--- src/design/salts_pkg.sv ---
// ---------------------------------------------------------------------------
// salts_pkg: shared types for the lru tag store
// controller states and the command / status structs that join the two halves
// ---------------------------------------------------------------------------
package salts_pkg;

	typedef enum logic [1:0] {
		ST_IDLE,
		ST_LOOKUP,
		ST_UPDATE
	} state_t;

	localparam logic [1:0] KIND_ACCESS     = 2'd0;
	localparam logic [1:0] KIND_INVALIDATE = 2'd1;
	localparam logic [1:0] KIND_INSTALL    = 2'd2;

	typedef struct packed {
		logic capture;
		logic read;
		logic update;
		logic clear_step;
	} cmd_t;

	typedef struct packed {
		logic clear_done;
	} status_t;

endpackage

--- src/design/salts_ctrl.sv ---
// ---------------------------------------------------------------------------
// salts_ctrl: controller
// sequences the clearing pass after reset and the read / update of each beat
// ---------------------------------------------------------------------------
module salts_ctrl (
	input  logic               clk,
	input  logic               arst_n,
	input  logic               start,
	input  salts_pkg::status_t status,
	output salts_pkg::cmd_t    cmd,
	output logic               busy,
	output logic               done
);
	import salts_pkg::*;

	state_t state_q, state_d;
	logic   cleared_q;
	logic   done_q;

	always_ff @(posedge clk or negedge arst_n) begin
		if (!arst_n) begin
			state_q   <= ST_IDLE;
			cleared_q <= 1'b0;
			done_q    <= 1'b0;
		end else begin
			state_q <= state_d;
			done_q  <= (state_q == ST_UPDATE);
			if (status.clear_done) cleared_q <= 1'b1;
		end
	end

	// result registers load at the end of the update cycle, done follows them
	assign done = done_q;

	always_comb begin
		state_d = state_q;
		cmd     = '0;
		busy    = 1'b1;
		cmd.clear_step = !cleared_q;
		case (state_q)
			ST_IDLE: begin
				busy = !cleared_q;
				if (cleared_q && start) begin
					cmd.capture = 1'b1;
					state_d     = ST_LOOKUP;
				end
			end
			ST_LOOKUP: begin
				cmd.read = 1'b1;
				state_d  = ST_UPDATE;
			end
			ST_UPDATE: begin
				cmd.update = 1'b1;
				state_d    = ST_IDLE;
			end
			default: state_d = ST_IDLE;
		endcase
	end

endmodule

--- config.mk ---
export PLATFORM = sky130hd
export DESIGN_NAME = salts_ctrl
export DESIGN_NICKNAME = d
export VERILOG_FILES = /design/src/design/salts_pkg.sv /design/src/design/salts_ctrl.sv
export SDC_FILE = /design/constraint.sdc
export NUM_CORES = 1
export LEC_CHECK = 0
export BUFFER_PORTS_ARGS = -buffer_cell sky130_fd_sc_hd__buf_2
export CAP_MARGIN = 5
export CORE_AREA = 10 10 47 49
export CTS_CLUSTER_DIAMETER = 80
export DETAILED_ROUTE_END_ITERATION = 10
export DIE_AREA = 0 0 57 59
export SLEW_MARGIN = 20
export SYNTH_ARGS = -nofsm -noshare
export SYNTH_HDL_FRONTEND = slang
export SYNTH_SLANG_ARGS = --single-unit
--- constraint.sdc ---
create_clock -name clk -period 1.2 [get_ports clk]
set_input_delay 0.24 -clock clk [delete_from_list [all_inputs] [get_ports clk]]
set_output_delay 0.24 -clock clk [all_outputs]
set_load 0.1 [all_outputs]
==> summary.txt, run 1 <==
Floorplan
  – I/O pin cnt: 10
  – Starting density of the core: 12.1%
  – Die area: 3360 um^2
  – Chip width: 57 um
  – Placeable Area: about 1400 um^2
  – Row count: 14
  – Die Y: 59 um

Clocking
  – Clk pin slew, worst setup/hold paths: 0.03 ns
  – H-tree depth: 1
  – CTS tree: built
  – # clock sinks: 4
  – Clock Path Buffers: 2
  – Skew-Pair Late Insertion Delay: 0.23 ns
  – Clock buffers created by TritonCTS: 3
  – Root Driver: clkbuf_4

Detailed routing
  – Post-route DRC: 0
  – First-pass DRT Iterations: 1
  – DR vias: 157
  – Via/cell ratio: 3.41
  – Final wirelength: 517 um
  – Starting DRT DRC Count: 0
  – WL per Instance: 11.2 um
  – Post-route ant nets: 0

Critical path
  – Flop2flop setup slack: 0.23 ns
  – Critical-path maximum fanout: 3
  – Worst path required time: 0.96 ns
  – CP cell instances: buf_6 -> and4bb_4 -> buf_12
  – Critical path class: flop to primary output
  – Slowest cell on the critical path: dfrtp_1
  – Critical Path Sink Type: primary output
  – Crit path DAT: 1.23 ns
  – CP peak stage delay: 0.37 ns
  – Crit start category: flop

Place
  – I/O Buffers: 9
  – Cells after DPL: between 40 and 50
  – GP Congestion: 0.713
  – Dpl cell area: around 350 um^2

Yosys
  – Count of cell types in the netlist: 7
  – Ys Warns: 0
  – Syn Area/Cell: 13.1 um^2
  – Cells after Synth: 13
  – Syn_nets: 17
  – Sequential area share after synthesis: between 50 and 60%
  – Post-Synthesis Cell Area: 170 um^2
  – #FFs+latches synth: 4

Timing
  – Tmin final: between 1 and 1.5 ns
  – Max Clk Rate: around 680 MHz
  – Slew Viols, Final: 0
  – Relative slew slack: roughly 90%
  – Fin crit share: 123%
  – Clock skew: 0.00197 ns
  – Final hold vios: 0
  – Worst setup margin: -0.273 ns
  – Setup TNS: -0.826 ns
  – Final Setup Violations: 5
  – Worst slew pin tran: ~0.13 ns
  – RSZ-0062 raised after global routing: true

Run status
  – Failing checks: setup timing
  – Status: complete, but fails checks

Min path
  – Hold Path Class: input pin to flop

Power
  – Pwr Total: 0.691 mW
  – Peak VDD IR: 0.637 mV
  – Leakage: 0.182 nW
  – Pwr/cell area: 1660 nW/um^2

Finish
  – Design Area, Final: 415 um^2
  – Nets@finish: 36
  – Fin cells: 46
  – Share of layout cells above drive strength 1: 76.7%
  – Antenna fix cells: 0
  – Area Growth Syn to Fin: 144%

Run
  – Max Cap Viol: 0

Global route
  – Initial antenna violation count: 0
  – Largest net degree at the start of global routing: 5
  – Vias in the first global route: 188
  – Global-route wire length before repair: roughly 900 um
  – Grt ovf: 0
  – Gr usage total: 3.68%
==> metrics by stage <==
stage / hold WS, ns / utilization (%) / setup slack, ns
2_1_floorplan: -0.0556 / - / -0.00127
3_3_place_gp: 0.0478 / 25.0 / -0.0678
3_5_place_dp: 0.0491 / 25.0 / -0.0738
4_1_cts: 0.194 / 29.6 / -0.285
5_1_grt: 0.195 / 29.6 / -0.321
6_report: 0.198 / 29.6 / -0.273
==> worst paths after layout <==
path / from / end / depth (start not counted)
worst min-delay path: status / cleared_q / 2
min in group asynchronous: arst_n / state_q[1] / 2
max in group asynchronous: arst_n / state_q[0] / 2
worst max-delay path: state_q[0] / cmd[3] / 3
worst max register to register: state_q[0] / state_q[0] / 3
worst min register to register: cleared_q / cleared_q / 2
==> cell usage after synthesis (all sizes together) <==
master | number | area (um^2)
or2 | 1 | 6.26
or3b | 1 | 8.76
inv | 1 | 3.75
and4bb | 2 | 25.0
nor2b | 3 | 18.8
dfrtp | 4 | 100
buf | 1 | 7.51
==> critical path: cells and delay by family, from the launching register on <==
kind          cells  cell delay [ns]
buf+inv           2             0.29
simple gates      1             0.33
flops             1             0.37
==> cells in the final DEF (no fill, tap or decap) <==
cell type,instances
clkinvlp_4,1
and4bb_2,1
dfrtp_1,4
clkbuf_4,3
nor2b_1,1
buf_2,3
buf_12,6
or3b_4,1
or2_1,1
buf_6,2
buf_4,3
dlygate4sd3_1,1
nor2b_4,1
and4bb_4,1
nor2b_2,1
==> per-layer routing <==
layer	track usage (%)	up-vias	share of wire, %
li1	-	78	-
met1	4.07	67	46
met2	3.57	12	34
met3	4.08	0	20
met4	3.02	0	0
met5	0	-	0
==> flip-flops by register name (all words and copies together), names as in the netlist <==
register	cells
cleared_q	1
state_q	2
done	1
==> power breakdown <==
| group | internal (mW) | total [mW] | switching (mW) |
|---|---|---|---|
| clock network | 0.111 | 0.158 | 0.0470 |
| registers | 0.148 | 0.156 | 0.00789 |
| logic | 0.151 | 0.376 | 0.225 |
| total | 0.411 | 0.691 | 0.280 |
==> what timing repair did <==
action / CTS / global route
hold endpoints to repair: 4 / 0
hold buffers: 1 / 0
buffers inserted: 1 / 0
resized for setup: 7 / 0
pin swaps: 1 / 0
setup endpoints to repair: 5 / 5
==> kinds of logic after synthesis <==
| kind of cell | Yosys count | share of synthesized area (%) |
|---|---|---|
| buffers and inverters | 2 | 6.62 |
| AND/OR/NAND/NOR | 7 | 34.6 |
| flip-flops | 4 | 58.8 |
==> final cells by class <==
| cell class | count | area [um^2] |
|---|---|---|
| Multi-Input combinational cell | 7 | 75.1 |
| Clock buffer | 3 | 22.5 |
| Tap cell | 16 | 20.0 |
| Timing Repair Buffer | 15 | 190 |
| Inverter | 1 | 7.51 |
| Fill cell | 145 | 986 |
| Sequential cell | 4 | 100 |
(Power assumes the default switching activity.)
==> inputs of run 2 (changes only) <==
CTS_CLUSTER_DIAMETER = default   (was 80)
RECOVER_POWER = 50   (was default)
==> run 2 against run 1 <==
Sequential power barely moved; largest cell class unchanged; cell area fell by 0.30%; routed wire length fell by 0.58%; non-clock buffer count did not move; the flow still finishes with violations (setup timing); worst hold slack did not move; maximum frequency barely moved; flip-flop and latch count did not move; sequential share of layout area rose by 0.073 points; global-route usage did not move.
==> summary.txt, run 2 (synthesis results as in run 1) <==
Run status
  – Status: complete, but fails checks
  – Failing checks: setup timing

Detailed routing
  – First-pass DRT Iterations: 1 (unchanged)
  – Post-route DRC: 0 (unchanged)
  – WL per Instance: 11.2 um (-0.58%)
  – DR vias: 157 (unchanged)
  – Post-route ant nets: 0 (unchanged)
  – Via/cell ratio: 3.41 (unchanged)
  – Starting DRT DRC Count: 0 (unchanged)
  – Final wirelength: 514 um (-0.58%)

Timing
  – Clock skew: 0.00197 ns (unchanged)
  – Final hold vios: 0 (unchanged)
  – Worst slew pin tran: 0.222 ns (+0.0915 ns)
  – Max Clk Rate: 679 MHz (about the same)
  – Tmin final: 1.47 ns (-0.00000600 ns)
  – Relative slew slack: 85.2% (-6.1 points)
  – Slew Viols, Final: 0 (unchanged)
  – Worst setup margin: -0.273 ns (+0.00000600 ns)
  – Final Setup Violations: 5 (unchanged)
  – Fin crit share: 123% (about the same)
  – RSZ-0062 raised after global routing: true
  – Hold_ws: 0.198 ns (unchanged)

Clocking
  – Root Driver: clkbuf_4
  – Skew-Pair Late Insertion Delay: 0.23 ns (about the same)
  – # clock sinks: 4 (unchanged)
  – CTS tree: built
  – Clk pin slew, worst setup/hold paths: 0.03 ns (about the same)
  – Clock buffers created by TritonCTS: 3 (unchanged)
  – Clock Path Buffers: 2 (unchanged)
  – H-tree depth: 1 (unchanged)

Min path
  – Hold Crit Start: status
  – Hold Path Class: input pin to flop
  – Worst Hold End: cleared_q
  – Hold depth: 2 (unchanged)

Critical path
  – Worst R2R Path Depth: 3 (unchanged)
  – Delay-heaviest family, CP: flip-flops
  – Worst path required time: 0.96 ns (about the same)
  – CP peak stage delay: 0.37 ns (about the same)
  – Slowest cell on the critical path: dfrtp_1
  – Crit. Startpoint: state_q[0]
  – Critical-path maximum fanout: 3 (unchanged)
  – Critical Path Sink Type: primary output
  – FF-to-FF Start: state_q[0]
  – CP cell instances: buf_6 -> and4bb_4 -> buf_12
  – Worst Path Buf+Inv: 2 (unchanged)
  – Crit path DAT: 1.23 ns (about the same)
  – Critical path class: flop to primary output
  – Crit start category: flop
  – Reg-to-Reg End: state_q[0]
  – Flop2flop setup slack: 0.23 ns (about the same)

Finish
  – Most common cell after layout, fill and taps aside: buf_12
  – Share of layout cells above drive strength 1: 73.3% (-3.3 points)
  – Design Area, Final: 414 um^2 (-0.30%)
  – Largest register by flop count: state_q
  – Commonest cells after routing, fill and taps aside: 6 x buf_12, 4 x dfrtp_1, 3 x clkbuf_4, 3 x buf_4
  – Finished Core Util: 29.6% (-0.089 points)
  – Antenna fix cells: 0 (unchanged)
  – Filler Cell Count: 146 (+0.69%)
  – Nets@finish: 36 (unchanged)
  – Max FFs per register: 2 (unchanged)
  – Fin cells: 46 (unchanged)
  – Area Growth Syn to Fin: 143%

Floorplan
  – Chip width: 57 um (unchanged)
  – Placeable Area: 1400 um^2 (unchanged)
  – Row count: 14 (unchanged)
  – Starting density of the core: 12.1% (unchanged)
  – Die area: 3360 um^2 (unchanged)
  – Die Y: 59 um (unchanged)
  – I/O pin cnt: 10 (unchanged)

Global route
  – Met1 Use GR: 4.07% (unchanged)
  – Gr usage total: 3.68% (unchanged)
  – GR Util met2: 3.57% (unchanged)
  – Grt ovf: 0 (unchanged)
  – Vias in the first global route: 188 (unchanged)
  – Initial antenna violation count: 0 (unchanged)
  – Met3 Track Usage GR: 4.08% (unchanged)
  – Largest net degree at the start of global routing: 5 (unchanged)
  – Most Crowded Layer GR: met3
  – Global-route wire length before repair: 883 um (unchanged)

Power
  – Leakage: 0.179 nW (-1.5%)
  – Pwr/cell area: 1670 nW/um^2 (+0.23%)
  – Peak VDD IR: 0.637 mV (about the same)

Run
  – Max Cap Viol: 0 (unchanged)

Place
  – Cells after DPL: 41 (unchanged)
  – GP Congestion: 0.713 (unchanged)
  – Dpl cell area: 350 um^2 (unchanged)
  – Worst slack, placed: -0.0738 ns (unchanged)
  – I/O Buffers: 9 (unchanged)
[run 2: cell count changes in the layout (fill, tap and decap cells not counted)]
cell / before / now
buf_2: 3 / 2
clkbuf_1: 0 / 1
[run 2: what timing repair did]
| item | 4_1_cts | 5_1_grt |
|---|---|---|
| setup endpoints to repair | 5 | 5 |
| hold buffers | 1 | 0 |
| buffers inserted | 1 | 0 |
| endpoints found under the hold margin | 4 | 0 |
| resized for setup | 7 | 0 |
| pin swaps | 1 | 0 |
[run 2: final cells by class]
class | instances | area [um^2] | area share [%]
sequential | 4 | 100 | 24.2
tap | 16 | 20.0 | 4.83
clock buffer | 3 | 22.5 | 5.44
timing repair buffer | 15 | 189 | 45.6
multi-input combinational | 7 | 75.1 | 18.1
inverter | 1 | 7.51 | 1.81
[run 2: layer usage]
layer | share of wire, % | vias up
li1 | - | 78
met1 | 46 | 67
met2 | 34 | 12
met3 | 20 | 0
met4 | 0 | 0
met5 | 0 | -
[run 2: stage by stage]
stage / setup TNS (ns) / power (mW)
2_1_floorplan: -0.00127 / 0.384
3_3_place_gp: -0.109 / 0.495
3_5_place_dp: -0.118 / 0.496
4_1_cts: -0.884 / 0.699
5_1_grt: -1.10 / 0.726
6_report: -0.825 / 0.690
[run 2: how the worst max path moves through the flow]
stage              to  slack [ns]  depth (start not counted)
2_1_floorplan  cmd[3]      -0.001                          1
3_3_place_gp     busy       -0.07                          2
3_5_place_dp     busy       -0.07                          2
4_1_cts        cmd[3]       -0.28                          3
5_1_grt        cmd[3]       -0.32                          3
6_report       cmd[3]       -0.27                          3
[run 2: power by group]
group / internal, mW / total, mW / switching, mW
clock network: 0.111 / 0.158 / 0.0470
registers: 0.148 / 0.156 / 0.00788
logic: 0.150 / 0.375 / 0.225
==> inputs of run 3 (changes only) <==
ABC_AREA = 1   (was default)
==> run 3 against run 2 <==
The flow still finishes with violations (setup timing); flip-flop and latch count unchanged; utilization decreased by 3.9 points; synthesized area decreased by 8.1%; maximum frequency increased by 12%; die area unchanged; first-iteration DRC count unchanged; register-to-register slack improved by 0.22 ns; count of clock-buffer cells in the layout unchanged; synthesized cell count increased by 31%; largest power group unchanged.
==> summary.txt, run 3 <==
Run status
  – Status: complete, but fails checks
  – Failing checks: setup timing

Yosys
  – Syn_nets: 21 (+4)
  – Asr flop ratio synth: 100% (unchanged)
  – Syn Area/Cell: 9.20 um^2 (-30%)
  – Cells after Synth: 17 (+4)
  – EDFF count, synth: 0 (unchanged)
  – Share of the synthesized area in the top cell type: 64.0% (+5.2 points)
  – Most common cell in the synthesized netlist: nor2_1
  – Synth top area cells: dfrtp_1 64%, nor2_1 12%, buf_4 4.8%
  – Synth top cells by count: 5 x nor2_1, 4 x dfrtp_1, 2 x inv_2, 2 x nand2_1
  – Ys Warns: 0 (unchanged)
  – Ys flop type: dfrtp_1
  – Post-Synthesis Cell Area: 156 um^2 (-8.1%)
  – #FFs+latches synth: 4 (unchanged)
  – Count of cell types in the netlist: 8 (+1)
  – Sequential area share after synthesis: 64.0% (+5.2 points)
  – Area leader, netlist: dfrtp_1

Min path
  – Hold Path Class: input pin to flop
  – Worst Hold End: cleared_q
  – Hold Crit Start: status
  – Hold depth: 2 (unchanged)

Clocking
  – Skew-Pair Late Insertion Delay: 0.24 ns (about the same)
  – Clk pin slew, worst setup/hold paths: 0.04 ns (about the same)
  – # clock sinks: 4 (unchanged)
  – Root Driver: clkbuf_4
  – Clock buffers created by TritonCTS: 3 (unchanged)
  – H-tree depth: 1 (unchanged)
  – Clock Path Buffers: 2 (unchanged)
  – CTS tree: built

Place
  – DP HPWL: roughly 340 um
  – I/O Buffers: 9 (unchanged)
  – GP Congestion: 0.674 (-5.4%)
  – Cells after DPL: 41 (unchanged)

Floorplan
  – I/O pin cnt: 10 (unchanged)
  – Starting density of the core: 11.2% (-0.98 points)
  – Die Y: 59 um (unchanged)
  – Die area: 3360 um^2 (unchanged)
  – Placeable Area: 1400 um^2 (unchanged)
  – Chip width: 57 um (unchanged)
  – Row count: 14 (unchanged)

Finish
  – Largest register by flop count: state_q
  – Nets@finish: 36 (unchanged)
  – Most common cell after layout, fill and taps aside: buf_12
  – Max FFs per register: 2 (unchanged)
  – Fin cells: 46 (unchanged)
  – Finished Core Util: 25.6% (-3.9 points)
  – Area Growth Syn to Fin: 130%
  – Commonest cells after routing, fill and taps aside: 6 x buf_12, 4 x dfrtp_1, 3 x nor2_1, 3 x clkbuf_4
  – Share of layout cells above drive strength 1: 60.0% (-13 points)
  – Antenna fix cells: 0 (unchanged)

Timing
  – Final Setup Violations: 5 (unchanged)
  – Worst setup margin: -0.116 ns (+0.157 ns)
  – Tmin final: 1.32 ns (-0.157 ns)
  – Max Clk Rate: 760 MHz (+12%)
  – Fin crit share: 110% (-13 points)
  – Slew Viols, Final: 0 (unchanged)
  – Setup TNS: -0.369 ns (+0.456 ns)
  – Clock skew: 0.00143 ns (-0.000534 ns)
  – Relative slew slack: 85.7% (+0.49 points)
  – Final hold vios: 0 (unchanged)
  – Worst slew pin tran: 0.215 ns (-0.00728 ns)
  – RSZ-0062 raised after global routing: true

Critical path
  – Critical-path maximum fanout: 3 (unchanged)
  – Crit start category: flop
  – Critical Path Sink Type: primary output
  – Worst R2R Path Depth: 1 (-2)
  – FF-to-FF Start: cleared_q
  – Reg-to-Reg End: cleared_q
  – Worst path required time: 0.96 ns (about the same)
  – Flop2flop setup slack: 0.45 ns (+0.22 ns)
  – Crit path DAT: 1.08 ns (-0.15 ns)
  – Critical path class: flop to primary output

Detailed routing
  – WL per Instance: 9.65 um (-14%)
  – DR vias: 154 (-1.9%)
  – First-pass DRT Iterations: 1 (unchanged)
  – Starting DRT DRC Count: 0 (unchanged)
  – Post-route DRC: 0 (unchanged)
  – Final wirelength: 444 um (-14%)
  – Post-route ant nets: 0 (unchanged)
  – Via/cell ratio: 3.35 (-1.9%)

Global route
  – Global-route wire length before repair: 855 um (-3.2%)
  – Grt ovf: 0 (unchanged)
  – Initial antenna violation count: 0 (unchanged)
  – Vias in the first global route: 180 (-4.3%)
  – Gr usage total: 3.81% (+0.13 points)
  – Largest net degree at the start of global routing: 5 (unchanged)

Power
  – Leakage: 0.162 nW (-9.5%)
  – Pwr/cell area: 1860 nW/um^2 (+11%)
  – Peak VDD IR: 0.812 mV (+28%)

Run
  – Max Cap Viol: 0 (unchanged)
## run 3: worst max-delay path, stage by stage (launching register included)
cell and delay [ns]:
dfrtp_1 0.39, inv_2 0.09, nand2_2 0.07, nor2_4 0.10, buf_12 0.18
## run 3: kinds of logic after synthesis
kind of cell,count (synthesis),share of synthesized area (%)
AND/OR/NAND/NOR,9,24.0
flip-flops,4,64.0
buffers and inverters,4,12.0
## run 3: routing by layer
metal | track usage (%) | vias up | share of wire (%)
met4 | 4.03 | 0 | 4.7
met3 | 4.72 | 4 | 18
met5 | 0 | - | 0
met1 | 3.58 | 63 | 40
li1 | - | 76 | -
met2 | 3.72 | 11 | 37
## run 3: repair_timing
item,4_1_cts,5_1_grt
pin swaps,0,0
gates resized for setup,1,0
hold buffers,1,0
endpoints found under the hold margin,4,0
setup buffers,1,0
endpoints found under the setup margin,5,5
## run 3: cell type report
| type | instances | area [um^2] |
|---|---|---|
| clock buffer | 3 | 22.5 |
| fill | 164 | 1040 |
| inverter | 3 | 15.0 |
| multi-input combinational | 9 | 50.0 |
| sequential | 4 | 100 |
| tap | 16 | 20.0 |
| timing repair buffer | 11 | 151 |
## run 3: how the worst max path moves through the flow
stage / from / end / slack, ns / cells past startpoint
finish: state_q[1] / cmd[3] / -0.12 / 4
global route: state_q[1] / cmd[3] / -0.20 / 4
CTS: state_q[1] / cmd[3] / -0.14 / 4
global placement: cleared_q / cmd[3] / 0.09 / 3
floorplan: state_q[0] / cmd[1] / -0.24 / 1
detailed placement: state_q[1] / cmd[3] / 0.09 / 4
## run 3: stage by stage
stage	cell area (um^2)	setup slack (ns)	total power [mW]	hold slack, ns
floorplan	170	-0.243	0.376	-0.0556
global placement	318	0.0949	0.493	0.0473
detailed placement	318	0.0891	0.496	0.0512
CTS	360	-0.139	0.681	0.175
global route	359	-0.199	0.709	0.177
finish	359	-0.116	0.666	0.185
## run 3: power by group
group          internal (mW)  switching, mW
clock network          0.112         0.0592
logic                  0.108          0.228
registers              0.149         0.0105
